==> config.mk <==
export PLATFORM = sky130hd
export DESIGN_NAME = mce_cmd_fifo
export DESIGN_NICKNAME = d
export VERILOG_FILES = /design/src/rtl/core/mce_pkg.sv /design/src/rtl/core/mce_cmd_fifo.sv
export VERILOG_INCLUDE_DIRS = /design/src /design/src/rtl/core
export SDC_FILE = /design/constraint.sdc
export NUM_CORES = 1
export LEC_CHECK = 0
export BUFFER_PORTS_ARGS = -buffer_cell sky130_fd_sc_hd__clkbuf_2
export CORE_MARGIN = 4
export CORE_UTILIZATION = 45
export CTS_CLUSTER_DIAMETER = 100
export DETAILED_ROUTE_END_ITERATION = 7
export PLACE_DENSITY = 0.67
export SLEW_MARGIN = 25
export SYNTH_ARGS = -nofsm -noshare
export SYNTH_HDL_FRONTEND = slang
export SYNTH_SLANG_ARGS = --single-unit
==> constraint.sdc <==
create_clock -name clock -period 2.25 [get_ports clock]
set_input_delay 0.225 -clock clock [delete_from_list [all_inputs] [get_ports clock]]
set_output_delay 0.225 -clock clock [all_outputs]
set_load 0.005 [all_outputs]
==> src/rtl/core/midi_controller_expander_unit_assert.svh <==
// Assertion macros for the controller expander.
// MCEU_ASSERT checks a property, MCEU_ASSERT_NEVER checks that a condition never holds.
`ifndef MIDI_CONTROLLER_EXPANDER_UNIT_ASSERT_SVH
`define MIDI_CONTROLLER_EXPANDER_UNIT_ASSERT_SVH
`ifndef SYNTHESIS
`define MCEU_ASSERT(name, clk, rst, prop) \
   name: assert property (@(posedge clk) disable iff (rst) prop) \
      else $error("%m: property failed");
`define MCEU_ASSERT_NEVER(name, clk, rst, cond) \
   name: assert property (@(posedge clk) disable iff (rst) !(cond)) \
      else $error("%m: forbidden condition seen");
`else
`define MCEU_ASSERT(name, clk, rst, prop)
`define MCEU_ASSERT_NEVER(name, clk, rst, cond)
`endif
`endif

==> src/rtl/core/mce_pkg.sv <==
package mce_pkg;

   // cache geometry, index width must keep the entry count a power of two
   localparam int CACHE_INDEX_W = 10;
   localparam int CACHE_ENTRIES = 1 << CACHE_INDEX_W;

   localparam int CMDQ_DEPTH = 4;
   localparam int CMDQ_PTR_W = $clog2(CMDQ_DEPTH);
   localparam int CMDQ_CNT_W = $clog2(CMDQ_DEPTH + 1);

   localparam logic [7:0] CTRL_EVENT = 8'd176;
   localparam logic [7:0] ST_CC      = 8'hB0;
   localparam logic [7:0] ST_PROGRAM = 8'hC0;
   localparam logic [7:0] ST_PITCH   = 8'hE0;
   localparam logic [7:0] ST_SYSEX   = 8'hF0;

   localparam logic [18:0] CC_BANK_H = 19'd0;
   localparam logic [18:0] CC_BANK_L = 19'd32;
   localparam logic [18:0] CC_DATA_H = 19'd6;
   localparam logic [18:0] CC_DATA_L = 19'd38;
   localparam logic [18:0] CC_NRPN_L = 19'd98;
   localparam logic [18:0] CC_NRPN_H = 19'd99;
   localparam logic [18:0] CC_RPN_L  = 19'd100;
   localparam logic [18:0] CC_RPN_H  = 19'd101;

   // class boundaries of the controller number
   localparam logic [18:0] CLASS_CC14_BASE   = 19'h01000;
   localparam logic [18:0] CLASS_RPN_BASE    = 19'h20000;
   localparam logic [18:0] CLASS_NRPN_BASE   = 19'h30000;
   localparam logic [18:0] CLASS_RPN14_BASE  = 19'h40000;
   localparam logic [18:0] CLASS_NRPN14_BASE = 19'h60000;
   localparam logic [18:0] CLASS_NONE_BASE   = 19'h70000;

   localparam logic [7:0] BANK_NONE = 8'hFF;

   typedef enum logic [1:0] {
      CSR_DEVICE_ID,
      CSR_PITCH_CTRL,
      CSR_PROGRAM_CTRL,
      CSR_MVOL_CTRL
   } csr_index_type;

   typedef enum logic [2:0] {
      MSG_CC      = 3'd0,
      MSG_PROGRAM = 3'd1,
      MSG_PITCH   = 3'd2,
      MSG_SYSEX   = 3'd3,
      MSG_PASS    = 3'd4
   } msg_code_type;

   typedef enum logic [3:0] {
      KIND_PASS,
      KIND_PITCH,
      KIND_PROGRAM,
      KIND_MVOL,
      KIND_CC7,
      KIND_CC14,
      KIND_RPN,
      KIND_NRPN,
      KIND_RPN14,
      KIND_NRPN14,
      KIND_NONE
   } kind_type;

   typedef struct packed {
      logic [7:0]  event_type;
      logic [4:0]  channel;
      logic [18:0] ctrl_number;
      logic [23:0] ctrl_value;
   } req_type;

   typedef struct packed {
      logic [2:0]  message;
      logic [7:0]  out_type;
      logic [4:0]  out_channel;
      logic [18:0] out_data_a;
      logic [23:0] out_data_b;
      logic [6:0]  out_device_id;
      logic        last;
   } rsp_type;

   typedef struct packed {
      logic [6:0]  device_id;
      logic [18:0] pitch_ctrl_number;
      logic [18:0] program_ctrl_number;
      logic [18:0] master_volume_ctrl_number;
   } cfg_type;

   typedef struct packed {
      kind_type    kind;
      logic [7:0]  event_type;
      logic [4:0]  channel;
      logic [18:0] ctrl_number;
      logic [23:0] ctrl_value;
   } cmd_type;

   typedef struct packed {
      logic empty;
      logic full;
   } cmdq_status_type;

   typedef struct packed {
      logic        valid;
      logic [23:0] key;
      logic [23:0] value;
   } cache_entry_type;

   // one bit per message slot, slot 0 goes out first
   function automatic logic [3:0] slot_mask(input cmd_type c);
      logic [3:0] m;
      case (c.kind)
         KIND_PASS, KIND_PITCH, KIND_MVOL, KIND_CC7: m = 4'b0001;
         KIND_CC14:                                  m = 4'b0011;
         KIND_RPN, KIND_NRPN:                        m = 4'b0111;
         KIND_RPN14, KIND_NRPN14:                    m = 4'b1111;
         KIND_PROGRAM: begin
            m = {1'b0, 1'b1, c.ctrl_value[15:8] != BANK_NONE,
                 c.ctrl_value[23:16] != BANK_NONE};
         end
         default:                                    m = 4'b0000;
      endcase
      return m;
   endfunction

   function automatic rsp_type make_msg(input msg_code_type code, input logic [7:0] st,
                                        input logic [4:0] chn, input logic [18:0] da,
                                        input logic [23:0] db);
      rsp_type r;
      r.message       = code;
      r.out_type      = st;
      r.out_channel   = chn;
      r.out_data_a    = da;
      r.out_data_b    = db;
      r.out_device_id = '0;
      r.last          = 1'b0;
      return r;
   endfunction

   function automatic rsp_type expand_slot(input cmd_type c, input logic [1:0] slot);
      logic [18:0] a;
      logic [23:0] b;
      logic [4:0]  chn;
      logic [18:0] ch_h_num;
      logic [18:0] ch_l_num;
      logic [23:0] ch_h_val;
      logic [23:0] ch_l_val;
      logic [23:0] d_h;
      logic [23:0] d_l;
      logic [18:0] par_h;
      logic [18:0] par_l;
      rsp_type     r;
      a        = c.ctrl_number;
      b        = c.ctrl_value;
      chn      = c.channel;
      ch_h_num = {12'd0, a[14:8]};
      ch_l_num = {12'd0, a[6:0]};
      ch_h_val = {17'd0, a[14:8]};
      ch_l_val = {17'd0, a[6:0]};
      d_h      = {17'd0, b[13:7]};
      d_l      = {17'd0, b[6:0]};
      par_h    = (c.kind == KIND_RPN || c.kind == KIND_RPN14) ? CC_RPN_H : CC_NRPN_H;
      par_l    = (c.kind == KIND_RPN || c.kind == KIND_RPN14) ? CC_RPN_L : CC_NRPN_L;
      case (c.kind)
         KIND_PASS:  r = make_msg(MSG_PASS, c.event_type, chn, a, b);
         KIND_PITCH: r = make_msg(MSG_PITCH, ST_PITCH, chn, b[18:0], 24'd0);
         KIND_MVOL:  r = make_msg(MSG_SYSEX, ST_SYSEX, 5'd0, {12'd0, b[6:0]}, d_h);
         KIND_CC7:   r = make_msg(MSG_CC, ST_CC, chn, a, b);
         KIND_PROGRAM: begin
            case (slot)
               2'd0:    r = make_msg(MSG_CC, ST_CC, chn, CC_BANK_H, {16'd0, b[23:16]});
               2'd1:    r = make_msg(MSG_CC, ST_CC, chn, CC_BANK_L, {16'd0, b[15:8]});
               default: r = make_msg(MSG_PROGRAM, ST_PROGRAM, chn, {12'd0, b[6:0]}, 24'd0);
            endcase
         end
         KIND_CC14: begin
            case (slot)
               2'd0:    r = make_msg(MSG_CC, ST_CC, chn, ch_h_num, d_h);
               default: r = make_msg(MSG_CC, ST_CC, chn, ch_l_num, d_l);
            endcase
         end
         KIND_RPN, KIND_NRPN: begin
            case (slot)
               2'd0:    r = make_msg(MSG_CC, ST_CC, chn, par_h, ch_h_val);
               2'd1:    r = make_msg(MSG_CC, ST_CC, chn, par_l, ch_l_val);
               default: r = make_msg(MSG_CC, ST_CC, chn, CC_DATA_H, b);
            endcase
         end
         KIND_RPN14, KIND_NRPN14: begin
            case (slot)
               2'd0:    r = make_msg(MSG_CC, ST_CC, chn, par_h, ch_h_val);
               2'd1:    r = make_msg(MSG_CC, ST_CC, chn, par_l, ch_l_val);
               2'd2:    r = make_msg(MSG_CC, ST_CC, chn, CC_DATA_H, d_h);
               default: r = make_msg(MSG_CC, ST_CC, chn, CC_DATA_L, d_l);
            endcase
         end
         default: r = make_msg(MSG_PASS, c.event_type, chn, a, b);
      endcase
      return r;
   endfunction

endpackage

==> src/rtl/core/mce_cmd_fifo.sv <==
`include "midi_controller_expander_unit_assert.svh"

module mce_cmd_fifo (
   input  logic                     clock,
   input  logic                     reset,
   input  logic                     push,
   input  mce_pkg::cmd_type         push_cmd,
   input  logic                     pop,
   output mce_pkg::cmd_type         head_cmd,
   output mce_pkg::cmdq_status_type status
);
   import mce_pkg::*;

   cmd_type               mem_ff [CMDQ_DEPTH];
   logic [CMDQ_PTR_W-1:0] wr_ptr_ff, wr_ptr_in;
   logic [CMDQ_PTR_W-1:0] rd_ptr_ff, rd_ptr_in;
   logic [CMDQ_CNT_W-1:0] count_ff, count_in;

   assign status.empty = count_ff == '0;
   assign status.full  = count_ff == CMDQ_CNT_W'(CMDQ_DEPTH);
   assign head_cmd     = mem_ff[rd_ptr_ff];

   always_comb begin
      wr_ptr_in = push ? wr_ptr_ff + 1'b1 : wr_ptr_ff;
      rd_ptr_in = pop ? rd_ptr_ff + 1'b1 : rd_ptr_ff;
      count_in  = count_ff;
      if (push && !pop) begin
         count_in = count_ff + 1'b1;
      end else if (pop && !push) begin
         count_in = count_ff - 1'b1;
      end
   end

   always_ff @(posedge clock) begin
      if (reset) begin
         wr_ptr_ff <= '0;
         rd_ptr_ff <= '0;
         count_ff  <= '0;
      end else begin
         wr_ptr_ff <= wr_ptr_in;
         rd_ptr_ff <= rd_ptr_in;
         count_ff  <= count_in;
      end
   end

   always_ff @(posedge clock) begin
      if (push) begin
         mem_ff[wr_ptr_ff] <= push_cmd;
      end
   end

   `MCEU_ASSERT_NEVER(a_push_into_full, clock, reset, push && status.full && !pop)
   `MCEU_ASSERT_NEVER(a_pop_from_empty, clock, reset, pop && status.empty)

endmodule

==> results of run 1 <==
==> cell type report <==
class	count	area (µm²)	share of cell area, %
repair buffers	200	1416	12.20
clock buffers	27	633.1	5.452
multi-input cells	90	1592	13.71
inverters	4	15.01	0.1293
clock inverters	17	230.2	1.983
flip-flops and latches	249	7395	63.68
well taps	265	331.6	2.855
==> kinds of logic (layout without fill, tap and decap cells) <==
family          Yosys count  after routing  share of synthesized area [%]
flops                   249            249                          80.71
buf+inv                  19            248                          2.009
mux                      62             62                          14.98
fa+ha+maj                 6              6                         0.9023
compound gates            2              2                         0.1093
xor+xnor                  5              5                         0.4786
simple gates             15             15                         0.8066
==> worst max-delay path by stage <==
stage,startpoint,endpoint
after floorplan,wr_ptr_ff[0],mem_ff[2][0]
after global placement,register,head_cmd[15]
after detailed placement,register,head_cmd[50]
after CTS,register,head_cmd[10]
after global routing,register,head_cmd[50]
final,register,head_cmd[46]
==> flip-flops by register name (all words and copies together), names as in the netlist, named ones only <==
name and cells:
mem_ff 240, count_ff 3, rd_ptr_ff 2, wr_ptr_ff 2
==> stage by stage <==
step	total power, µW	worst slack, ns
CTS	10870	0.1019
detailed placement	6445	0.4737
global route	11170	0.05190
finish	10700	0.1641
floorplan	6026	0.5182
global placement	6402	0.4936
==> layer usage <==
layer	routed length (µm)	GRT usage, %	up-vias
li1	-	-	1943
met5	7	0	-
met3	1059	3.402	18
met2	8561	26.28	123
met4	171	3.264	2
met1	6865	19.77	2298
==> worst min-delay path: cells and delay by family <==
family / cells / cell delay (ns)
AND/OR/NAND/NOR: 1 / 0.08
buffers and inverters: 1 / 0.12
XOR/XNOR: 1 / 0.09
==> cells in the final DEF, fill, tap and decap left out <==
| cell type | count |
|---|---|
| a21oi_1 | 1 |
| and2_4 | 4 |
| buf_12 | 6 |
| buf_4 | 8 |
| bufinv_16 | 6 |
| clkbuf_1 | 2 |
| clkbuf_16 | 25 |
| clkbuf_2 | 125 |
| clkinv_1 | 6 |
| clkinv_2 | 4 |
| clkinvlp_4 | 1 |
| dfxtp_1 | 7 |
| dfxtp_4 | 2 |
| dlygate4sd3_1 | 61 |
| edfxtp_1 | 240 |
| fa_1 | 1 |
| ha_1 | 5 |
| inv_1 | 4 |
| mux2i_1 | 2 |
| mux4_2 | 60 |
| nand2_1 | 1 |
| nor2_1 | 7 |
| nor3_1 | 1 |
| nor3b_1 | 1 |
| o21ai_0 | 1 |
| or3_1 | 1 |
| xnor2_1 | 2 |
| xor2_1 | 3 |
==> power by group <==
part           leakage (µW)  total [µW]  switching, µW  internal (µW)
sequential          0.00228        5400           75.7           5320
combinational       0.00132        1010            469            539
clock              0.000420        4290           1590           2700
==> what timing repair did <==
action                                  CTS  global route
setup buffers                             2             0
hold buffers                             61             0
hold endpoints to repair                247             0
resized for setup                         0             0
endpoints found under the setup margin   40             0
==> summary.txt, run 1 <==
Worst setup path
  – Worst path depth: 3
  – Worst reg2reg path endpoint: mem_ff[2][30]
  – Worst EP arrival: ~1.9 ns
  – CP max stage delay: around 0.6 ns
  – Kind of critical path: register to output pin
  – Crit end category: output pin
  – Cell family with most CP delay: flip-flops
  – FF-to-FF path depth: 4
  – Crit path cell chain: buf_12 -> mux4_2 -> clkbuf_2
  – CP Buf/Inv Count: 2
  – Worst r2r src: wr_ptr_ff[0]
  – Worst path required time: 2.03 ns
  – Crit start category: register
  – R2R Setup Slk: 0.66 ns
  – Peak fanout along the critical path: 29
  – Slowest cell on crit path: dfxtp_4

Layout
  – Finished Layout Cells: 852
  – Ratio of cells with drive above 1 in the final layout: about two fifths
  – Syn-to-layout area delta: 26.88%
  – Core Util, Final: 58.89%
  – Diodes inserted: 0
  – Fillers: 1,416
  – Nets@finish: 639
  – Design area: around 12,000 µm²

Timing
  – Worst slew margin: between 60 and 70%
  – Worst Clk Skew: 0.01548 ns
  – Min Hold Slack: 0.06452 ns
  – F_max: 479.4 MHz
  – Fin. max-slew vios: 0
  – Final Cycle Share: 92.71%
  – Final hold vios: 0
  – Worst slew pin tran: around 0.46 ns
  – RSZ-0062 raised after global routing: no
  – Fin Setup TNS: 0 ns
  – Post-layout min period: 2.086 ns
  – Endpoints failing setup: 0

GRT
  – Initial antenna violation count: 1
  – Grt total ovfl: 0
  – First-pass GRT wire length: 26.43 mm
  – Total GRT Usage: 15.13%
  – Vias in the first global route: slightly below 5,000
  – Largest net degree at the start of global routing: 31

Clocking
  – CTS buffer count: 24
  – H-tree depth: 1
  – Worst-Skew Late Latency: 0.50 ns
  – TritonCTS clock tree: built
  – Clk pin slew, worst setup/hold paths: 0.06 ns
  – Maximum clock insertion buffer count: 3
  – CTS root buf: clkbuf_16
  – Clock sinks: 249

Drt
  – Routed wire length: about 17 mm
  – First-pass DRT Iterations: 4
  – Antenna-violating nets left: 0
  – DRC: 0
  – Drt wl/cell: 19.56 µm
  – Via density: 5.146
  – Vias after detailed routing: approximately 4,400
  – Initial drt markers: approximately 220

Placement
  – # placed instances: between 700 and 800
  – DP Area: 10,120 µm²
  – DP HPWL: 10.15 mm
  – Port buffer count: 125
  – GPL Wtd Cong: 0.7003

Die
  – DIE WIDTH: 150.6 µm
  – Area of the core: 19,720 µm²
  – Total die area: 22,680 µm²
  – Die Height: 150.6 µm
  – Ports: 126
  – Initial Utilization: between 40% and 50%
  – Row count: 51

Synthesis
  – Count of cell types in the netlist: 22
  – Cell taking the most area after synthesis: edfxtp_1
  – Main synth FF type: edfxtp_1
  – Mean post-synth cell area: 25.57 µm²
  – Cells after Synth: 358
  – Synth top area cells: edfxtp_1, mux4_2, dfxtp_1
  – Mapped cell area: around 9200 µm²
  – Post-synth top cells: edfxtp_1, mux4_2, dfxtp_1
  – Post-synth top area share: between 70% and 80%
  – Synth warn: 0
  – Yosys reg bits: 249
  – EDFF count, synth: 240
  – Synth async-reset ratio: 0%
  – Most numerous cell in the Yosys netlist: edfxtp_1
  – Seq/Total Area, Yosys: 80.71%
  – Synth Net Count: 428

Hold path
  – Hold Crit Class: input port to register
  – Worst hold path depth: 3
  – HP Start: pop

Pwr
  – Pwr/cell area: 921.1 nW/µm²
  – Leakage: 0.004025 µW
  – Worst VDD drop: 0.6350 mV

Flow run
  – Max Cap Viol: 0

Outcome
  – Status: complete, no violations
No activity file was read; power rests on OpenSTA's default activity.
==> run 2, diff against run 1 <==
--- a/config.mk
+++ b/config.mk
@@ -11,7 +11,6 @@
 export CORE_UTILIZATION = 45
 export CTS_CLUSTER_DIAMETER = 100
 export DETAILED_ROUTE_END_ITERATION = 7
-export PLACE_DENSITY = 0.67
 export SLEW_MARGIN = 25
 export SYNTH_ARGS = -nofsm -noshare
 export SYNTH_HDL_FRONTEND = slang
==> constraint.sdc (replaced) <==
create_clock -name clock -period 2 [get_ports clock]
set_input_delay 0.2 -clock clock [delete_from_list [all_inputs] [get_ports clock]]
set_output_delay 0.2 -clock clock [all_outputs]
set_load 0.005 [all_outputs]
==> summary.txt, run 2 (same netlist as run 1, synthesis figures left out) <==
Clocking
  – Worst-Skew Late Latency: 0.51 ns (about the same)
  – Clk pin slew, worst setup/hold paths: 0.06 ns (about the same)
  – CTS buffer count: 27 (+13%)
  – Clock sinks: 249 (unchanged)
  – H-tree depth: 1 (unchanged)
  – CTS root buf: clkbuf_16
  – TritonCTS clock tree: built
  – Maximum clock insertion buffer count: 3 (unchanged)

Timing
  – Worst Clk Skew: 0.005806 ns (-0.009679 ns)
  – RSZ-0062 raised after global routing: yes
  – Min Hold Slack: 0.02360 ns (-0.04092 ns)
  – Worst slew pin tran: 0.4331 ns (-0.03085 ns)
  – Final hold vios: 0 (unchanged)
  – Endpoints failing setup: 37 (+37)
  – Worst slew margin: 71.13% (+2.1 points)
  – F_max: 488.6 MHz
  – Fin. max-slew vios: 0 (unchanged)
  – Final setup margin: -0.04665 ns (-0.2107 ns)
  – Fin Setup TNS: -0.7962 ns (-0.7962 ns)
  – Post-layout min period: 2.047 ns
  – Final Cycle Share: 102.3%

Pwr
  – Leakage: 0.004103 µW (+1.9%)
  – Worst VDD drop: 0.7241 mV (+14%)
  – Pwr/cell area: 1026 nW/µm² (+11%)

Drt
  – Drt wl/cell: 19.64 µm (+0.44%)
  – Routed wire length: 16.91 mm (+1.5%)
  – Antenna-violating nets left: 0 (unchanged)
  – Vias after detailed routing: 4,360 (-0.55%)
  – DRC: 0 (unchanged)
  – First-pass DRT Iterations: 4 (unchanged)
  – Via density: 5.064 (-1.6%)
  – Initial drt markers: 236 (+6.3%)

Placement
  – GPL Wtd Cong: 0.6950 (-0.76%)
  – # placed instances: 742 (-0.40%)
  – DP HPWL: 9.222 mm (-9.1%)
  – Port buffer count: 125 (unchanged)
  – DP Worst Slack: 0.2321 ns (-0.2417 ns)

Worst setup path
  – Kind of critical path: register to output pin
  – Worst path required time: 1.80 ns (-0.23 ns)
  – Cell family with most CP delay: multiplexers
  – Crit path cell chain: buf_12 -> buf_12 -> mux4_2 -> clkbuf_2
  – Crit start category: register
  – FF-to-FF path depth: 4 (unchanged)
  – Worst path depth: 4 (+1)
  – CP max stage delay: 0.53 ns (-0.06 ns)
  – Crit end category: output pin
  – Worst EP arrival: 1.85 ns (about the same)
  – Peak fanout along the critical path: 9 (-69%)
  – Slowest cell on crit path: mux4_2
  – CP Buf/Inv Count: 3 (+1)
  – Crit-path most repeated cell: buf_12

Layout
  – Syn-to-layout area delta: 29.34%
  – Nets@finish: 648 (+1.4%)
  – Fillers: 1,432 (+1.1%)
  – Most common cell after layout, fill and taps aside: edfxtp_1
  – Diodes inserted: 0 (unchanged)
  – Ratio of cells with drive above 1 in the final layout: 41.78% (+0.72 points)
  – Core Util, Final: 60.04% (+1.1 points)
  – Largest regs: mem_ff: 240 flops, count_ff: 3 flops
  – Register with the most flip-flops: mem_ff
  – Largest register FFs: 240 (unchanged)
  – Most frequent cells in the layout: edfxtp_1, clkbuf_2, dlygate4sd3_1
  – Finished Layout Cells: 861 (+1.1%)

Die
  – Ports: 126 (unchanged)
  – Initial Utilization: 46.42% (unchanged)
  – Total die area: 22,680 µm² (unchanged)
  – Die Height: 150.6 µm (unchanged)
  – Area of the core: 19,720 µm² (unchanged)
  – DIE WIDTH: 150.6 µm (unchanged)
  – Row count: 51 (unchanged)

GRT
  – First-pass GRT wire length: 27.03 mm (+2.3%)
  – Vias in the first global route: 4,907 (+1.1%)
  – Initial antenna violation count: 0 (-1)
  – Largest net degree at the start of global routing: 61 (+97%)
  – Grt total ovfl: 0 (unchanged)
  – Total GRT Usage: 15.57% (+0.44 points)

Hold path
  – Worst hold path depth: 3 (unchanged)
  – Hold Crit Class: input port to register

Outcome
  – Failing checks: negative setup slack
  – Status: complete, but fails checks

Flow run
  – Max Cap Viol: 0 (unchanged)
[run 2: cell count changes in the layout (fill, tap and decap cells not counted), sizes merged]
cell         change
clkbuf           +3
clkinv           -2
buf              +6
dlygate4sd3      +1
bufinv           -2
clkinvlp         +3
[run 2: worst register-to-register path: cells and delay by family (launching register included)]
family                   cells  cell delay (ns)
AO/OA/AOI/OAI                1             0.15
XOR/XNOR                     1             0.18
flip-flops                   1             0.36
adder cells (fa/ha/maj)      1             0.45
AND/OR/NAND/NOR              1             0.31
[run 2: layout make-up]
type,count,area (µm²),share of cell area (%)
clock buffer,31,690.7,5.834
clock inverter,16,188.9,1.596
inverter,4,15.01,0.1268
multi-input combinational,90,1592,13.44
sequential,249,7395,62.47
tap,265,331.6,2.801
timing repair buffer,206,1625,13.73
[run 2: layer usage]
metal	track usage (%)	wire length, µm
met3	3.612	1121
met5	0	0
met2	26.58	8553
met1	20.52	6948
met4	3.762	291
[run 2: stage by stage]
stage	cell area, µm²	power (µW)
floorplan	9158	6779
global placement	10140	7221
detailed placement	10140	7256
CTS	11820	12330
global route	11840	12690
finish	11840	12150
[run 2: where the power goes]
| part | internal, µW | switching (µW) |
|---|---|---|
| Sequential | 5990 | 67.8 |
| Clock | 2980 | 1860 |
| Combinational | 688 | 567 |
[run 2: worst paths after layout]
check	startpoint	endpoint	slack (ns)
min reg2reg	count_ff[2]	count_ff[2]	0.52
min	pop	register	0.02
max reg2reg	count_ff[0]	count_ff[2]	0.47
max	register	head_cmd[49]	-0.05
[run 2: timing repair]
item | CTS | global route
gates resized for setup | 6 | 4
hold endpoints to repair | 249 | 0
endpoints found under the setup margin | 55 | 60
buffers inserted | 6 | 1
gates cloned | 4 | 1
hold buffers | 62 | 0
==> run 3, diff against run 2 <==
--- a/config.mk
+++ b/config.mk
@@ -6,11 +6,12 @@
 export SDC_FILE = /design/constraint.sdc
 export NUM_CORES = 1
 export LEC_CHECK = 0
+export ABC_AREA = 0
 export BUFFER_PORTS_ARGS = -buffer_cell sky130_fd_sc_hd__clkbuf_2
-export CORE_MARGIN = 4
 export CORE_UTILIZATION = 45
 export CTS_CLUSTER_DIAMETER = 100
 export DETAILED_ROUTE_END_ITERATION = 7
+export RECOVER_POWER = 50
 export SLEW_MARGIN = 25
 export SYNTH_ARGS = -nofsm -noshare
 export SYNTH_HDL_FRONTEND = slang
==> summary.txt, run 3 (same netlist as run 1, synthesis figures left out) <==
GRT
  – Initial antenna violation count: 0 (unchanged)
  – First-pass GRT wire length: 25.09 mm (-7.2%)
  – Largest net degree at the start of global routing: 41 (-33%)
  – Grt total ovfl: 0 (unchanged)
  – Total GRT Usage: 16.19% (+0.62 points)
  – Vias in the first global route: 4,628 (-5.7%)

Layout
  – Largest regs: mem_ff: 240 flops, count_ff: 3 flops
  – Syn-to-layout area delta: 25.96%
  – Register with the most flip-flops: mem_ff
  – Most common cell after layout, fill and taps aside: edfxtp_1
  – Ratio of cells with drive above 1 in the final layout: 30.95% (-11 points)
  – Most frequent cells in the layout: edfxtp_1, clkbuf_1, clkbuf_2
  – Diodes inserted: 0 (unchanged)
  – Core Util, Final: 58.47% (-1.6 points)
  – Fillers: 1,472 (+2.8%)
  – Nets@finish: 640 (-1.2%)
  – Largest register FFs: 240 (unchanged)

Worst setup path
  – Worst reg2reg path endpoint: mem_ff[1][24]
  – Worst path required time: 1.80 ns (about the same)
  – Crit start category: register
  – Crit end category: output pin
  – Worst EP arrival: 1.81 ns (-0.04 ns)
  – Kind of critical path: register to output pin
  – FF-to-FF path depth: 3 (-1)
  – Worst r2r src: wr_ptr_ff[0]
  – Peak fanout along the critical path: 19 (+10)
  – R2R Setup Slk: 0.47 ns (about the same)

Clocking
  – Maximum clock insertion buffer count: 3 (unchanged)
  – CTS buffer count: 26 (-3.7%)
  – Clk pin slew, worst setup/hold paths: 0.06 ns (about the same)
  – H-tree depth: 1 (unchanged)
  – TritonCTS clock tree: built
  – Setup bufs post-CTS: 0 (-6)
  – CTS root buf: clkbuf_16
  – Worst-Skew Late Latency: 0.51 ns (about the same)
  – Clock sinks: 249 (unchanged)

Timing
  – F_max: 498.3 MHz (+2.0%)
  – Worst Clk Skew: 0.01509 ns (+0.009282 ns)
  – Endpoints failing setup: 1 (-97%)
  – Worst slew margin: 75.41% (+4.3 points)
  – Final hold vios: 0 (unchanged)
  – Final setup margin: -0.006727 ns (+0.03992 ns)
  – Final Cycle Share: 100.3% (-2.0 points)
  – Fin Setup TNS: -0.006727 ns (+0.7894 ns)
  – Worst slew pin tran: 0.3689 ns (-0.06414 ns)
  – RSZ-0062 raised after global routing: yes
  – Fin. max-slew vios: 0 (unchanged)
  – Post-layout min period: 2.007 ns (-0.03992 ns)

Placement
  – GPL Wtd Cong: 0.7011 (+0.88%)
  – Port buffer count: 125 (unchanged)
  – DP HPWL: 9.553 mm (+3.6%)

Drt
  – Antenna-violating nets left: 0 (unchanged)
  – Routed wire length: 16.32 mm (-3.5%)
  – DRC: 0 (unchanged)
  – Via density: 5.057 (-0.13%)
  – Initial drt markers: 191 (-19%)
  – Drt wl/cell: 19.13 µm (-2.6%)
  – Vias after detailed routing: 4,314 (-1.1%)
  – First-pass DRT Iterations: 4 (unchanged)

Pwr
  – Worst VDD drop: 0.5098 mV (-30%)
  – Pwr/cell area: 1018 nW/µm² (-0.80%)
  – Leakage: 0.003838 µW (-6.4%)

Die
  – Area of the core: 19,720 µm² (unchanged)
  – Row count: 51 (unchanged)
  – Ports: 126 (unchanged)
  – Die Height: 144.6 µm (-4.0%)
  – DIE WIDTH: 144.6 µm (-4.0%)
  – Total die area: 20,910 µm² (-7.8%)
  – Initial Utilization: 46.42% (unchanged)

Hold path
  – Worst hold path depth: 3 (unchanged)
  – HP Start: pop
  – Hold Crit Class: input port to register
  – Hold-critical path endpoint: rd_ptr_ff[0]

Flow run
  – Max Cap Viol: 0 (unchanged)

Outcome
  – Status: complete, but fails checks
  – Failing checks: negative setup slack
==> run 3: where the power goes <==
group | switching [µW] | leakage [µW] | internal (µW)
Sequential | 70.4 | 0.00228 | 5990
Clock | 1830 | 0.000403 | 2700
Combinational | 545 | 0.00116 | 604
Total | 2440 | 0.00384 | 9290
==> run 3: worst max-delay path by stage <==
stage               slack [ns]           end    startpoint  cells past startpoint
floorplan                 0.27  mem_ff[2][0]  wr_ptr_ff[0]                      3
global placement          0.34   count_ff[2]          push                      7
detailed placement        0.31   count_ff[2]          push                      7
CTS                      -0.05  head_cmd[13]      register                      3
global route             -0.07  head_cmd[35]      register                      3
finish                  -0.007  head_cmd[24]      register                      3
==> run 3: metrics by stage <==
stage                     setup WS [ns]  hold slack (ns)  power, µW  cells  cell area (µm²)
final                         -0.006727          0.02262      11740    853            11530
after global routing           -0.07252          0.03617      12190    853            11530
after CTS                      -0.04501         0.001583      11900    853            11600
after detailed placement         0.3064           0.4208       7261    746            10170
after global placement           0.3384           0.4125       7224    746            10170
after floorplan                  0.2682           0.2989       6779    358             9158
==> run 3: metal layers <==
metal  up-vias  part of all wire [%]  track usage, %
met5         -                     0               0
met4         0                   1.2           3.324
met3        24                   5.3           3.576
met2       105                    49           27.25
met1      2243                    44           21.74
li1       1942                     -               -
==> run 3: final cells by class <==
cell class / instances / area, µm² / share of cell area, %
sequential: 249 / 7395 / 64.14
multi-input combinational: 90 / 1592 / 13.81
timing repair buffer: 199 / 1383 / 11.99
clock buffer: 31 / 690.7 / 5.991
tap: 265 / 331.6 / 2.876
clock inverter: 15 / 122.6 / 1.064
inverter: 4 / 15.01 / 0.1302
==> run 3: critical path, stage by stage (launching register included) <==
cell and delay [ns]:
dfxtp_4 0.40, buf_12 0.20, mux4_2 0.56, clkbuf_2 0.14
==> run 3: repair_timing <==
action                     CTS  global route
resized for setup            1             2
hold buffers                61             0
hold endpoints to repair   249             0
setup endpoints to repair   47            60
