<file path="config.mk">
export PLATFORM = sky130hd
export DESIGN_NAME = mce_back
export DESIGN_NICKNAME = d
export VERILOG_FILES = /design/src/rtl/core/mce_pkg.sv /design/src/rtl/core/mce_back.sv
export VERILOG_INCLUDE_DIRS = /design/src /design/src/rtl/core
export SDC_FILE = /design/constraint.sdc
export NUM_CORES = 1
export LEC_CHECK = 0
export CAP_MARGIN = 5
export CORE_MARGIN = 3
export CORE_UTILIZATION = 40
export DETAILED_ROUTE_END_ITERATION = 10
export DONT_BUFFER_PORTS = 1
export HOLD_SLACK_MARGIN = 0.05
export PLACE_DENSITY = 0.53
export SETUP_SLACK_MARGIN = 0.3
export SKIP_LAST_GASP = 1
export SYNTH_ARGS = -nofsm -noshare
export SYNTH_HDL_FRONTEND = slang
export SYNTH_SLANG_ARGS = --single-unit
</file>
<file path="constraint.sdc">
create_clock -name clock -period 4.7 [get_ports clock]
set_input_delay 0.235 -clock clock [delete_from_list [all_inputs] [get_ports clock]]
set_output_delay 0.235 -clock clock [all_outputs]
set_load 0.03 [all_outputs]
</file>
<file path="src/rtl/core/midi_controller_expander_unit_assert.svh">
// Assertion macros for the controller expander.
// MCEU_ASSERT checks a property, MCEU_ASSERT_NEVER checks that a condition never holds.
`ifndef MIDI_CONTROLLER_EXPANDER_UNIT_ASSERT_SVH
`define MIDI_CONTROLLER_EXPANDER_UNIT_ASSERT_SVH
`ifndef SYNTHESIS
`define MCEU_ASSERT(name, clk, rst, prop) \
   name: assert property (@(posedge clk) disable iff (rst) prop) \
      else $error("%m: property failed");
`define MCEU_ASSERT_NEVER(name, clk, rst, cond) \
   name: assert property (@(posedge clk) disable iff (rst) !(cond)) \
      else $error("%m: forbidden condition seen");
`else
`define MCEU_ASSERT(name, clk, rst, prop)
`define MCEU_ASSERT_NEVER(name, clk, rst, cond)
`endif
`endif

</file>
<file path="src/rtl/core/mce_pkg.sv">
package mce_pkg;

   // cache geometry, index width must keep the entry count a power of two
   localparam int CACHE_INDEX_W = 10;
   localparam int CACHE_ENTRIES = 1 << CACHE_INDEX_W;

   localparam int CMDQ_DEPTH = 4;
   localparam int CMDQ_PTR_W = $clog2(CMDQ_DEPTH);
   localparam int CMDQ_CNT_W = $clog2(CMDQ_DEPTH + 1);

   localparam logic [7:0] CTRL_EVENT = 8'd176;
   localparam logic [7:0] ST_CC      = 8'hB0;
   localparam logic [7:0] ST_PROGRAM = 8'hC0;
   localparam logic [7:0] ST_PITCH   = 8'hE0;
   localparam logic [7:0] ST_SYSEX   = 8'hF0;

   localparam logic [18:0] CC_BANK_H = 19'd0;
   localparam logic [18:0] CC_BANK_L = 19'd32;
   localparam logic [18:0] CC_DATA_H = 19'd6;
   localparam logic [18:0] CC_DATA_L = 19'd38;
   localparam logic [18:0] CC_NRPN_L = 19'd98;
   localparam logic [18:0] CC_NRPN_H = 19'd99;
   localparam logic [18:0] CC_RPN_L  = 19'd100;
   localparam logic [18:0] CC_RPN_H  = 19'd101;

   // class boundaries of the controller number
   localparam logic [18:0] CLASS_CC14_BASE   = 19'h01000;
   localparam logic [18:0] CLASS_RPN_BASE    = 19'h20000;
   localparam logic [18:0] CLASS_NRPN_BASE   = 19'h30000;
   localparam logic [18:0] CLASS_RPN14_BASE  = 19'h40000;
   localparam logic [18:0] CLASS_NRPN14_BASE = 19'h60000;
   localparam logic [18:0] CLASS_NONE_BASE   = 19'h70000;

   localparam logic [7:0] BANK_NONE = 8'hFF;

   typedef enum logic [1:0] {
      CSR_DEVICE_ID,
      CSR_PITCH_CTRL,
      CSR_PROGRAM_CTRL,
      CSR_MVOL_CTRL
   } csr_index_type;

   typedef enum logic [2:0] {
      MSG_CC      = 3'd0,
      MSG_PROGRAM = 3'd1,
      MSG_PITCH   = 3'd2,
      MSG_SYSEX   = 3'd3,
      MSG_PASS    = 3'd4
   } msg_code_type;

   typedef enum logic [3:0] {
      KIND_PASS,
      KIND_PITCH,
      KIND_PROGRAM,
      KIND_MVOL,
      KIND_CC7,
      KIND_CC14,
      KIND_RPN,
      KIND_NRPN,
      KIND_RPN14,
      KIND_NRPN14,
      KIND_NONE
   } kind_type;

   typedef struct packed {
      logic [7:0]  event_type;
      logic [4:0]  channel;
      logic [18:0] ctrl_number;
      logic [23:0] ctrl_value;
   } req_type;

   typedef struct packed {
      logic [2:0]  message;
      logic [7:0]  out_type;
      logic [4:0]  out_channel;
      logic [18:0] out_data_a;
      logic [23:0] out_data_b;
      logic [6:0]  out_device_id;
      logic        last;
   } rsp_type;

   typedef struct packed {
      logic [6:0]  device_id;
      logic [18:0] pitch_ctrl_number;
      logic [18:0] program_ctrl_number;
      logic [18:0] master_volume_ctrl_number;
   } cfg_type;

   typedef struct packed {
      kind_type    kind;
      logic [7:0]  event_type;
      logic [4:0]  channel;
      logic [18:0] ctrl_number;
      logic [23:0] ctrl_value;
   } cmd_type;

   typedef struct packed {
      logic empty;
      logic full;
   } cmdq_status_type;

   typedef struct packed {
      logic        valid;
      logic [23:0] key;
      logic [23:0] value;
   } cache_entry_type;

   // one bit per message slot, slot 0 goes out first
   function automatic logic [3:0] slot_mask(input cmd_type c);
      logic [3:0] m;
      case (c.kind)
         KIND_PASS, KIND_PITCH, KIND_MVOL, KIND_CC7: m = 4'b0001;
         KIND_CC14:                                  m = 4'b0011;
         KIND_RPN, KIND_NRPN:                        m = 4'b0111;
         KIND_RPN14, KIND_NRPN14:                    m = 4'b1111;
         KIND_PROGRAM: begin
            m = {1'b0, 1'b1, c.ctrl_value[15:8] != BANK_NONE,
                 c.ctrl_value[23:16] != BANK_NONE};
         end
         default:                                    m = 4'b0000;
      endcase
      return m;
   endfunction

   function automatic rsp_type make_msg(input msg_code_type code, input logic [7:0] st,
                                        input logic [4:0] chn, input logic [18:0] da,
                                        input logic [23:0] db);
      rsp_type r;
      r.message       = code;
      r.out_type      = st;
      r.out_channel   = chn;
      r.out_data_a    = da;
      r.out_data_b    = db;
      r.out_device_id = '0;
      r.last          = 1'b0;
      return r;
   endfunction

   function automatic rsp_type expand_slot(input cmd_type c, input logic [1:0] slot);
      logic [18:0] a;
      logic [23:0] b;
      logic [4:0]  chn;
      logic [18:0] ch_h_num;
      logic [18:0] ch_l_num;
      logic [23:0] ch_h_val;
      logic [23:0] ch_l_val;
      logic [23:0] d_h;
      logic [23:0] d_l;
      logic [18:0] par_h;
      logic [18:0] par_l;
      rsp_type     r;
      a        = c.ctrl_number;
      b        = c.ctrl_value;
      chn      = c.channel;
      ch_h_num = {12'd0, a[14:8]};
      ch_l_num = {12'd0, a[6:0]};
      ch_h_val = {17'd0, a[14:8]};
      ch_l_val = {17'd0, a[6:0]};
      d_h      = {17'd0, b[13:7]};
      d_l      = {17'd0, b[6:0]};
      par_h    = (c.kind == KIND_RPN || c.kind == KIND_RPN14) ? CC_RPN_H : CC_NRPN_H;
      par_l    = (c.kind == KIND_RPN || c.kind == KIND_RPN14) ? CC_RPN_L : CC_NRPN_L;
      case (c.kind)
         KIND_PASS:  r = make_msg(MSG_PASS, c.event_type, chn, a, b);
         KIND_PITCH: r = make_msg(MSG_PITCH, ST_PITCH, chn, b[18:0], 24'd0);
         KIND_MVOL:  r = make_msg(MSG_SYSEX, ST_SYSEX, 5'd0, {12'd0, b[6:0]}, d_h);
         KIND_CC7:   r = make_msg(MSG_CC, ST_CC, chn, a, b);
         KIND_PROGRAM: begin
            case (slot)
               2'd0:    r = make_msg(MSG_CC, ST_CC, chn, CC_BANK_H, {16'd0, b[23:16]});
               2'd1:    r = make_msg(MSG_CC, ST_CC, chn, CC_BANK_L, {16'd0, b[15:8]});
               default: r = make_msg(MSG_PROGRAM, ST_PROGRAM, chn, {12'd0, b[6:0]}, 24'd0);
            endcase
         end
         KIND_CC14: begin
            case (slot)
               2'd0:    r = make_msg(MSG_CC, ST_CC, chn, ch_h_num, d_h);
               default: r = make_msg(MSG_CC, ST_CC, chn, ch_l_num, d_l);
            endcase
         end
         KIND_RPN, KIND_NRPN: begin
            case (slot)
               2'd0:    r = make_msg(MSG_CC, ST_CC, chn, par_h, ch_h_val);
               2'd1:    r = make_msg(MSG_CC, ST_CC, chn, par_l, ch_l_val);
               default: r = make_msg(MSG_CC, ST_CC, chn, CC_DATA_H, b);
            endcase
         end
         KIND_RPN14, KIND_NRPN14: begin
            case (slot)
               2'd0:    r = make_msg(MSG_CC, ST_CC, chn, par_h, ch_h_val);
               2'd1:    r = make_msg(MSG_CC, ST_CC, chn, par_l, ch_l_val);
               2'd2:    r = make_msg(MSG_CC, ST_CC, chn, CC_DATA_H, d_h);
               default: r = make_msg(MSG_CC, ST_CC, chn, CC_DATA_L, d_l);
            endcase
         end
         default: r = make_msg(MSG_PASS, c.event_type, chn, a, b);
      endcase
      return r;
   endfunction

endpackage

</file>
<file path="src/rtl/core/mce_back.sv">
`include "midi_controller_expander_unit_assert.svh"

module mce_back (
   input  logic                     clock,
   input  logic                     reset,
   input  logic [6:0]               device_id,
   input  mce_pkg::cmdq_status_type q_status,
   input  mce_pkg::cmd_type         q_head,
   output logic                     q_pop,
   output logic                     empty,
   input  logic                     pop,
   output mce_pkg::rsp_type         rsp_data
);
   import mce_pkg::*;

   cmd_type    cur_ff, cur_in;
   logic [3:0] rem_ff, rem_in;
   rsp_type    out_ff, out_in;
   logic       out_valid_ff, out_valid_in;

   logic [1:0] slot;
   logic [3:0] slot_bit;
   logic       slot_last;
   logic       emit;
   rsp_type    msg;

   // lowest pending slot goes out next
   always_comb begin
      if (rem_ff[0]) begin
         slot = 2'd0;
      end else if (rem_ff[1]) begin
         slot = 2'd1;
      end else if (rem_ff[2]) begin
         slot = 2'd2;
      end else begin
         slot = 2'd3;
      end
   end

   assign slot_bit  = 4'b0001 << slot;
   assign slot_last = (rem_ff & ~slot_bit) == 4'b0000;
   assign emit      = rem_ff != 4'b0000 && (!out_valid_ff || pop);
   assign q_pop     = !q_status.empty && (rem_ff == 4'b0000 || (emit && slot_last));

   always_comb begin
      msg               = expand_slot(cur_ff, slot);
      msg.out_device_id = device_id;
      msg.last          = slot_last;
   end

   always_comb begin
      cur_in       = q_pop ? q_head : cur_ff;
      rem_in       = rem_ff;
      out_in       = out_ff;
      out_valid_in = out_valid_ff;
      if (q_pop) begin
         rem_in = slot_mask(q_head);
      end else if (emit) begin
         rem_in = rem_ff & ~slot_bit;
      end
      if (emit) begin
         out_in       = msg;
         out_valid_in = 1'b1;
      end else if (pop) begin
         out_valid_in = 1'b0;
      end
   end

   always_ff @(posedge clock) begin
      if (reset) begin
         rem_ff       <= '0;
         out_valid_ff <= 1'b0;
      end else begin
         rem_ff       <= rem_in;
         out_valid_ff <= out_valid_in;
      end
   end

   always_ff @(posedge clock) begin
      cur_ff <= cur_in;
      out_ff <= out_in;
   end

   assign empty    = !out_valid_ff;
   assign rsp_data = out_ff;

   `MCEU_ASSERT(a_last_drains_cmd, clock, reset, (emit && slot_last) |=> (rem_ff == 4'b0000 || $past(q_pop)))

endmodule

</file>
==> results of run 1 <==
## final cells by class
cell class,instances,area share (%)
Clock buffer,24,6.71
Inverter,8,0.446
Clock inverter,7,0.874
Sequential cell,132,58.2
Timing Repair Buffer,73,10.9
Multi-Input combinational cell,206,19.7
Tap cell,172,3.20
## sequential cells by signal (all words and copies together), names as in the netlist
register and flops:
rem_ff 4, rsp_data 67, cur_ff 60, out_valid_ff 1
## worst max-delay path: stages (launching register included)
cell     delay [ns]
dfxtp_1        1.02
or3_1          0.39
nor2_1         0.11
nor2_4         0.71
buf_12         0.30
## power by group
part           internal (mW)  leakage [nW]  switching (mW)  total [mW]
registers               1.54          1.29           0.313        1.85
clock network          0.715         0.245           0.438        1.15
logic                  0.150         0.808           0.223       0.373
total                   2.40          2.34           0.974        3.38
## cells in the final DEF (no fill, tap or decap), drive strengths merged, types with 4 or more instances in the layout
master / count
nor2: 21
a221oi: 4
edfxtp: 127
nor2b: 9
a21oi: 17
o21ai: 18
nor3b: 4
dlygate4sd3: 68
dfxtp: 5
a22o: 13
clkbuf: 24
a22oi: 12
nand4: 4
buf: 5
and2: 21
inv: 8
a221o: 4
nand2: 28
a21o: 5
a222oi: 5
nor3: 4
clkinv: 5
## through the flow
stage / total power, mW / instances / worst slack, ns
final: 3.38 / 622 / 1.80
after global routing: 3.52 / 622 / 1.59
after detailed placement: 2.21 / 523 / 1.78
after floorplan: 2.08 / 364 / 0.705
after global placement: 2.20 / 523 / 1.81
after CTS: 3.42 / 622 / 1.76
## worst max path at each step
stage,slack (ns),endpoint,cells past startpoint,startpoint
finish,1.80,rsp_data[19]$_DFFE_PP_,4,rem_ff[0]$_SDFFE_PP0P_
global route,1.59,rsp_data[19]$_DFFE_PP_,4,rem_ff[0]$_SDFFE_PP0P_
CTS,1.76,rsp_data[6]$_DFFE_PP_,4,rem_ff[0]$_SDFFE_PP0P_
detailed placement,1.78,rsp_data[18]$_DFFE_PP_,4,rem_ff[0]$_SDFFE_PP0P_
global placement,1.81,rsp_data[18]$_DFFE_PP_,4,rem_ff[0]$_SDFFE_PP0P_
floorplan,0.71,rsp_data[0]$_DFFE_PP_,5,rem_ff[2]$_SDFFE_PP0P_
## per-layer routing
metal	routed length [µm]	GRT usage, %
met1	5550	23.3
met2	6730	29.7
met3	842	5.48
met4	295	9.03
met5	0	0
## logic make-up (layout without fill, tap and decap cells)
group,Yosys count,in the layout,share of synthesized area (%)
AND/OR/NAND/NOR,103,103,9.87
AO/OA/AOI/OAI,101,101,14.4
adder cells (fa/ha/maj),1,1,0.187
flip-flops,132,132,73.2
buffers and inverters,26,112,2.13
multiplexers,1,1,0.187
==> impl_metrics.csv, run 1 <==
group,metric,value,unit
layout,drive_gt1_share,7.78,%
place,place_area,5540,µm²
detailed_routing,avgRoutedWirePerCell,21.6,µm
worst_setup_path,rr_endpoint,"rsp_data[19]$_DFFE_PP_",
synth,netlist_top_cells_count,"edfxtp_1, nand2_1, and2_1, nor2_1, a21oi_1",
synth,syn_area,5350,µm²
power,p_per_area,502,nW/µm²
sta,rsz0062_at_grt,"false",
synth,synth-seq-cells,132,
worst_setup_path,critPathKind,"flop to flop",
floorplanning,core,12800,µm²
clocking,clk_latency,0.41,ns
layout,final_util,52.5,%
synth,ys_top_cells_by_area,"edfxtp_1, and2_1, a22o_1, nand2_1, dfxtp_1",
detailed_routing,vias,3458,
detailed_routing,drtIter0Drc,311,
clocking,cts_setup_buffers,0,
worst_setup_path,cp.required,4.79,ns
synth,ys_warn_count,0,
layout,antenna_cells,0,
sta,tns,0,ns
sta,worst_slew_pin_slew,1.07,ns
hold_path,holdPathStages,3,
worst_setup_path,crit_path_end_kind,"flop",
power,ir_drop,214,µV
layout,seqCellArea,3910,µm²
sta,setup_violations,0,
sta,clock_skew,0.00599,ns
clocking,cts_resized,0,
sta,final_hold_viol_count,0,
floorplanning,rows,41,
detailed_routing,totalWireLength,13400,µm
worst_setup_path,reg2reg_from,"rem_ff[0]$_SDFFE_PP0P_",
synth,synthCells,364,
synth,syn_area_per_cell,14.7,µm²
global_routing,grt_pass1_vias,3563,
place,io_buffers,0,
clocking,cts_made_buffers,17,
layout,design_area,6730,µm²
worst_setup_path,crit_arrival,2.99,ns
place,dp_hpwl,8880,µm
floorplanning,die_area,14800,µm²
layout,area_delta_synth_final,25.8,%
sta,maxSlewHeadroom,28.7,%
synth,ys_types,53,
synth,yosysSeqAreaShare,73.2,%
place,gp_congestion,0.845,
floorplanning,start_util,41.7,%
synth,synth_edf_count,127,
detailed_routing,vias_per_cell,5.56,
sta,holdWs,0.0918,ns
clocking,cts_tree,"built",
clocking,root_buffer,"clkbuf_16",
power,power_leakage,2.34,nW
outcome,status,"completed",
worst_setup_path,ff2ff_path_depth,4,
worst_setup_path,start_kind,"flop",
detailed_routing,drt_first_pass_iters,5,
layout,fillCellCount,1105,
synth,syn_nets,436,
clocking,hold_buffers,68,
clocking,cts_sinks,132,
clocking,clk_pin_slew,0.05,ns
global_routing,grt-ovfl-total,0,
global_routing,antenna_found_initial,0,
layout,fin_nets,510,
clocking,clock_path_buffers,2,
clocking,cts_max_level,4,
worst_setup_path,r2r_slack,1.80,ns
hold_path,hold_start,"q_head[59]",
worst_setup_path,worstPathMaxFanout,37,
synth,synth_top_area_share,71.3,%
synth,async_flop_share,0,%
synth,synth.most_common_cell,"edfxtp_1",
sta,max_freq,344,MHz
sta,fin_crit_sh,61.8,%
sta,drv_slew,0,
floorplanning,num_io_pins,141,
floorplanning,fp.dieW,122,µm
sta,post-route-min-period,2.90,ns
global_routing,grt_pass1_wl,20100,µm
global_routing,grt_max_degree,38,
synth,dominantRegCellSynth,"edfxtp_1",
flow_run,cap_violations,0,
hold_path,min-delay-path-class,"input pin to flop",
global_routing,gr-usage-all-layers,18.6,%
detailed_routing,route.detailed.drc,0,
detailed_routing,postRouteAntennaNets,0,
hold_path,hold_end,"rem_ff[0]$_SDFFE_PP0P_",
floorplanning,die_y,122,µm
synth,yosys.area.top_type,"edfxtp_1",
layout,multi_input_area,1330,µm²
Power figures use the tool's default switching activity.
==> run 2, diff against run 1 <==
--- a/config.mk
+++ b/config.mk
@@ -6,13 +6,14 @@
 export SDC_FILE = /design/constraint.sdc
 export NUM_CORES = 1
 export LEC_CHECK = 0
+export ABC_AREA = 1
 export CAP_MARGIN = 5
 export CORE_MARGIN = 3
 export CORE_UTILIZATION = 40
 export DETAILED_ROUTE_END_ITERATION = 10
 export DONT_BUFFER_PORTS = 1
 export HOLD_SLACK_MARGIN = 0.05
-export PLACE_DENSITY = 0.53
+export PLACE_DENSITY = 0.55
 export SETUP_SLACK_MARGIN = 0.3
 export SKIP_LAST_GASP = 1
 export SYNTH_ARGS = -nofsm -noshare
==> constraint.sdc (replaced) <==
create_clock -name clock -period 2.6 [get_ports clock]
set_input_delay 0.13 -clock clock [delete_from_list [all_inputs] [get_ports clock]]
set_output_delay 0.13 -clock clock [all_outputs]
set_load 0.03 [all_outputs]
==> run 2 against run 1 <==
Sequential power is 66% higher. Clock power rose by 110%. Total power rose by 84%. Routed wire length increased by 11%. Area after synthesis is 3.9% higher. Flip-flop and latch count did not move. Cell area up 7.2%. Sequential share of layout area shrank 3.9 points. Non-clock buffer count rose by 11. First-iteration DRC count down 23%. Critical endpoint is now q_pop. Highest routed layer unchanged.
==> impl_metrics.csv, run 2 <==
group,metric,value,unit
outcome,status,"completed",
synth,ys_warn_count,0,
power,p_per_area,860,nW/µm²
sta,drv_slew,0,
floorplanning,num_io_pins,141,
global_routing,gr-usage-all-layers,20.1,%
synth,synth.most_common_cell,"edfxtp_1",
detailed_routing,route.detailed.drc,0,
sta,fin_crit_sh,83.3,%
synth,syn_area_per_cell,11.6,µm²
synth,async_flop_share,0,%
floorplanning,start_util,41.5,%
worst_setup_path,critPathKind,"flop to output port",
clocking,root_buffer,"clkbuf_16",
hold_path,min-delay-path-class,"input pin to flop",
synth,synth_edf_count,127,
detailed_routing,vias_per_cell,5.16,
global_routing,grt_pass1_vias,4060,
place,dp_hpwl,10500,µm
layout,antenna_cells,0,
global_routing,grt-ovfl-total,0,
clocking,cts_sinks,132,
power,ir_drop,359,µV
synth,synth_top_area_share,68.6,%
synth,synth-seq-cells,132,
place,io_buffers,0,
clocking,cts_made_buffers,17,
sta,maxSlewHeadroom,53.7,%
synth,dominantRegCellSynth,"edfxtp_1",
synth,ys_top_cells_by_area,"edfxtp_1, nand2_1, inv_1, nor2_1, o21ai_0",
global_routing,grt_max_degree,37,
layout,final_common_cell,"edfxtp_1",
layout,final_cell_mix,"edfxtp_1, nand2_1, dlygate4sd3_1",
detailed_routing,postRouteAntennaNets,0,
floorplanning,die_y,124,µm
detailed_routing,drtIter0Drc,239,
floorplanning,rows,42,
layout,largest_reg_flops,67,
power,total_power,6.20,mW
sta,setup_violations,0,
worst_setup_path,worstPathMaxFanout,28,
sta,rsz0062_at_grt,"false",
worst_setup_path,crit_path_end_kind,"output port",
global_routing,antenna_found_initial,0,
layout,fillCellCount,1170,
synth,ys_types,33,
synth,syn_area,5560,µm²
worst_setup_path,crit_arrival,2.04,ns
floorplanning,fp.dieW,124,µm
synth,yosysSeqAreaShare,70.4,%
worst_setup_path,start_kind,"flop",
sta,clock_skew,0.0254,ns
synth,netlist_top_cells_count,"edfxtp_1, nand2_1, inv_1",
floorplanning,die_area,15300,µm²
detailed_routing,totalWireLength,14900,µm
synth,yosys.area.top_type,"edfxtp_1",
sta,max_freq,462,MHz
flow_run,cap_violations,0,
place,gp_congestion,0.868,
detailed_routing,drt_first_pass_iters,4,
clocking,clk_pin_slew,0.06,ns
detailed_routing,avgRoutedWirePerCell,19.5,µm
sta,post-route-min-period,2.17,ns
sta,tns,0,ns
power,power_leakage,2.82,nW
synth,synthCells,481,
detailed_routing,vias,3934,
layout,fin_nets,646,
worst_setup_path,cp.required,2.47,ns
sta,final_hold_viol_count,0,
clocking,clock_path_buffers,2,
floorplanning,core,13400,µm²
synth,syn_nets,553,
clocking,clk_latency,0.42,ns
layout,area_delta_synth_final,29.8,%
sta,worst_slew_pin_slew,0.691,ns
clocking,cts_tree,"built",
global_routing,grt_pass1_wl,22400,µm
clocking,cts_max_level,4,
layout,drive_gt1_share,11.4,%
## run 2: cell count changes in the layout (fill, tap and decap cells not counted), sizes merged, moves of 7 or more
cell | before | now
nor2b | 9 | 0
and2 | 21 | 0
nand3 | 2 | 24
nand2 | 28 | 105
nor2 | 21 | 56
a22oi | 12 | 1
inv | 8 | 57
o22ai | 3 | 13
o211ai | 3 | 10
buf | 5 | 14
o21ai | 18 | 31
a22o | 13 | 0
## run 2: worst max-delay path, cell delays in order, from the launching register on
cell     delay [ns]
dfxtp_1        0.36
inv_1          0.24
nand2_2        0.16
nand2_2        0.10
nand3_2        0.09
a21oi_4        0.24
buf_12         0.22
buf_4          0.19
## run 2: kinds of logic after synthesis
family,count (synthesis),synth area share [%]
buf+inv,67,4.95
flops,132,70.4
simple gates,202,16.3
compound gates,80,8.35
## run 2: per-layer routing
metal / vias to the layer above / global-route usage, % / wire [µm]
li1: 1874 / - / -
met1: 1913 / 25.0 / 6330
met3: 19 / 5.36 / 786
met4: 0 / 8.30 / 276
met5: - / 0 / 0
met2: 128 / 33.2 / 7500
## run 2: power breakdown
part / switching [mW] / total [mW] / internal, mW / leakage [nW]
Combinational: 0.425 / 0.659 / 0.234 / 1.26
Clock: 0.874 / 2.47 / 1.60 / 0.291
Sequential: 0.418 / 3.08 / 2.66 / 1.27
## run 2: stage by stage
stage                     setup WS, ns  area (µm²)  util (%)  hold slack [ns]  instances
after detailed placement         0.482        5870      43.8            0.202        659
after CTS                        0.308        7190      53.7           0.0588        761
after global placement           0.497        5870      43.8            0.200        659
after floorplan                  0.138        5580         -            0.199        481
after global routing             0.321        7210      53.8           0.0865        763
final                            0.433        7210      53.8           0.0755        763
## run 2: what timing repair did
item | 4_1_cts | 5_1_grt
endpoints found under the setup margin | 1 | 2
hold buffers | 70 | 0
endpoints found under the hold margin | 72 | 0
resized for setup | 3 | 2
pin swaps | 0 | 1
setup buffers | 0 | 2
## run 2: path summary, 6_finish.rpt
path | from | slack (ns) | cells after the start | endpoint
max | rem_ff[2]$_SDFFE_PP0P_ | 0.43 | 7 | q_pop
max reg2reg | cur_ff[59]$_DFFE_PP_ | 0.56 | 7 | rsp_data[16]$_DFFE_PP_
min | q_head[58] | 0.08 | 5 | rem_ff[0]$_SDFFE_PP0P_
min reg2reg | cur_ff[55]$_DFFE_PP_ | 0.50 | 1 | rsp_data[63]$_DFFE_PP_
## run 2: area by class of cell
cell class / count / area (µm²) / share of cell area (%)
sequential: 132 / 3920 / 54.3
multi-input combinational: 282 / 1390 / 19.3
timing repair buffer: 84 / 856 / 11.9
clock buffer: 18 / 429 / 5.95
tap: 176 / 220 / 3.05
inverter: 57 / 218 / 3.02
clock inverter: 14 / 185 / 2.57
==> run 3, diff against run 2 <==
--- a/config.mk
+++ b/config.mk
@@ -13,7 +13,7 @@
 export DETAILED_ROUTE_END_ITERATION = 10
 export DONT_BUFFER_PORTS = 1
 export HOLD_SLACK_MARGIN = 0.05
-export PLACE_DENSITY = 0.55
+export PLACE_DENSITY = 0.53
 export SETUP_SLACK_MARGIN = 0.3
 export SKIP_LAST_GASP = 1
 export SYNTH_ARGS = -nofsm -noshare
==> constraint.sdc (replaced) <==
create_clock -name clock -period 2.1 [get_ports clock]
set_input_delay 0.105 -clock clock [delete_from_list [all_inputs] [get_ports clock]]
set_output_delay 0.105 -clock clock [all_outputs]
set_load 0.03 [all_outputs]
==> run 3 against run 2 <==
Final cell count grew 5.2%. Critical path depth is the same. Global-route usage grew 0.95 points. First-iteration DRC count grew 26%. Cell area grew 5.9%. Worst hold slack gained 0.0018 ns. Via count grew 6.2%. Setup slack lost 0.19 ns. Utilization grew 3.2 points. Critical endpoint unchanged. Largest power group unchanged.
==> impl_metrics.csv, run 3 (synthesis results as in run 2) <==
group,metric,value,unit
floorplanning,die_area,15300,µm²
place,pre_cts_slack,0.111,ns
clocking,clock_path_buffers,2,
global_routing,grt_pass1_wl,23300,µm
sta,fin_crit_sh,88.3,%
clocking,cts_made_buffers,17,
floorplanning,core,13400,µm²
power,power_frac_clock,34.4,%
detailed_routing,drt_first_pass_iters,5,
sta,drv_slew,0,
worst_setup_path,cpPeakStageDelay,0.32,ns
global_routing,grt-ovfl-total,0,
flow_run,cap_violations,0,
detailed_routing,drtIter0Drc,300,
layout,final_util,57.0,%
power,p_per_area,963,nW/µm²
clocking,cts_tree,"built",
power,p_sw_share,29.4,%
worst_setup_path,start_kind,"flop",
sta,worst_slew_pin_slew,0.427,ns
floorplanning,rows,42,
global_routing,use_met2,34.1,%
layout,antenna_cells,0,
worst_setup_path,critPathKind,"flop to output port",
place,dp_hpwl,10600,µm
power,comb_power_share,13.9,%
detailed_routing,route.detailed.drc,0,
sta,rsz0062_at_grt,"true",
sta,post-route-min-period,1.85,ns
sta,final_hold_viol_count,0,
layout,drive_gt1_share,20.1,%
global_routing,busiest_layer,"met2",
global_routing,grt_pass1_vias,4286,
global_routing,use_met3,6.18,%
worst_setup_path,worstPathMaxFanout,8,
clocking,root_buffer,"clkbuf_16",
hold_path,min-delay-path-class,"input pin to flop",
outcome,status,"completed",
sta,setup_ws,0.247,ns
sta,tns,0,ns
sta,maxSlewHeadroom,71.3,%
floorplanning,start_util,41.5,%
layout,final_cell_mix,"edfxtp_1, nand2_1, dlygate4sd3_1",
sta,setup_violations,0,
power,total_power,7.36,mW
clocking,clk_pin_slew,0.06,ns
floorplanning,die_y,124,µm
worst_setup_path,crit_path_end_kind,"output port",
sta,max_freq,540,MHz
layout,largest_reg_flops,67,
global_routing,grt_max_degree,39,
layout,area_delta_synth_final,37.4,%
clocking,cts_max_level,4,
detailed_routing,totalWireLength,15900,µm
power,intPower,5.19,mW
worst_setup_path,cp.required,2.00,ns
power,power_leakage,3.05,nW
global_routing,gr-usage-all-layers,21.1,%
power,seq_power_share,51.6,%
global_routing,met1_usage,26.7,%
floorplanning,fp.dieW,124,µm
place,io_buffers,0,
detailed_routing,postRouteAntennaNets,0,
power,ir_drop,472,µV
power,power.switching,2.17,mW
clocking,clk_latency,0.42,ns
sta,clock_skew,0.0128,ns
detailed_routing,vias_per_cell,5.20,
place,gp_congestion,0.808,
worst_setup_path,crit_arrival,1.75,ns
layout,final_common_cell,"edfxtp_1",
detailed_routing,vias,4179,
clocking,cts_sinks,132,
worst_setup_path,worst_path_max_delay_cell,"dfxtp_2",
global_routing,antenna_found_initial,0,
layout,fin_nets,688,
worst_setup_path,path_cells,"buf_6 > nor2_8 > nor2_4 > nor2_2 > nand3_2 > a21oi_4 > buf_12",
floorplanning,num_io_pins,141,
detailed_routing,avgRoutedWirePerCell,19.8,µm
run 3: cell types whose count changed in the layout (fill, tap and decap cells not counted), sizes merged:
cell,change
bufinv,-4
buf,+40
clkinv,+3
inv,-2
clkbuf,+3
run 3: layout make-up:
| class | count | area (µm²) |
|---|---|---|
| inverter | 57 | 228 |
| sequential | 132 | 3920 |
| fill | 1152 | 5760 |
| clock inverter | 11 | 66.3 |
| multi-input combinational | 282 | 1480 |
| clock buffer | 19 | 433 |
| tap | 176 | 220 |
| timing repair buffer | 126 | 1300 |
run 3: layer usage:
metal / vias to the layer above / wire [µm] / share of wire, %
met2: 151 / 7810 / 49
met3: 28 / 960 / 6.0
met4: 0 / 390 / 2.5
li1: 1955 / - / -
met5: - / 0 / 0
met1: 2045 / 6720 / 42
run 3: final timing paths:
check | start | endpoint | slack, ns | depth (start not counted)
worst max-delay path | rem_ff[0]$_SDFFE_PP0P_ | q_pop | 0.25 | 7
worst min-delay path | pop | rem_ff[3]$_SDFFE_PP0P_ | 0.08 | 5
worst max register to register | rem_ff[0]$_SDFFE_PP0P_ | cur_ff[6]$_DFFE_PP_ | 0.25 | 9
worst min register to register | cur_ff[55]$_DFFE_PP_ | rsp_data[63]$_DFFE_PP_ | 0.50 | 1
run 3: power groups by stage:
stage	sequential, mW	combinational [mW]	clock [mW]
3_5_place_dp	3.86	0.760	0
3_3_place_gp	3.86	0.751	0
6_report	3.80	1.02	2.53
4_1_cts	3.81	0.936	2.60
2_1_floorplan	3.80	0.479	0
5_1_grt	3.83	1.13	2.72
run 3: critical path, delay by kind of cell, from the launching register on:
family | cells | cell delay, ns
buffers and inverters | 2 | 0.32
and+or+nand+nor | 4 | 0.41
DFF | 1 | 0.32
AOI/OAI and AO/OA | 1 | 0.27
run 3: what timing repair did:
action | in CTS | in global routing
gates resized for setup | 10 | 36
pin swaps | 7 | 14
endpoints found under the hold margin | 79 | 0
cloned | 2 | 4
setup endpoints to repair | 84 | 104
hold buffers | 70 | 0
setup buffers | 8 | 15
run 3: through the flow:
step                std cells  area, µm²  hold WS (ns)
CTS                       784       7360        0.0523
global route              803       7640         0.107
finish                    803       7640        0.0773
global placement          674       6000         0.176
floorplan                 481       5580         0.174
detailed placement        674       6000         0.176
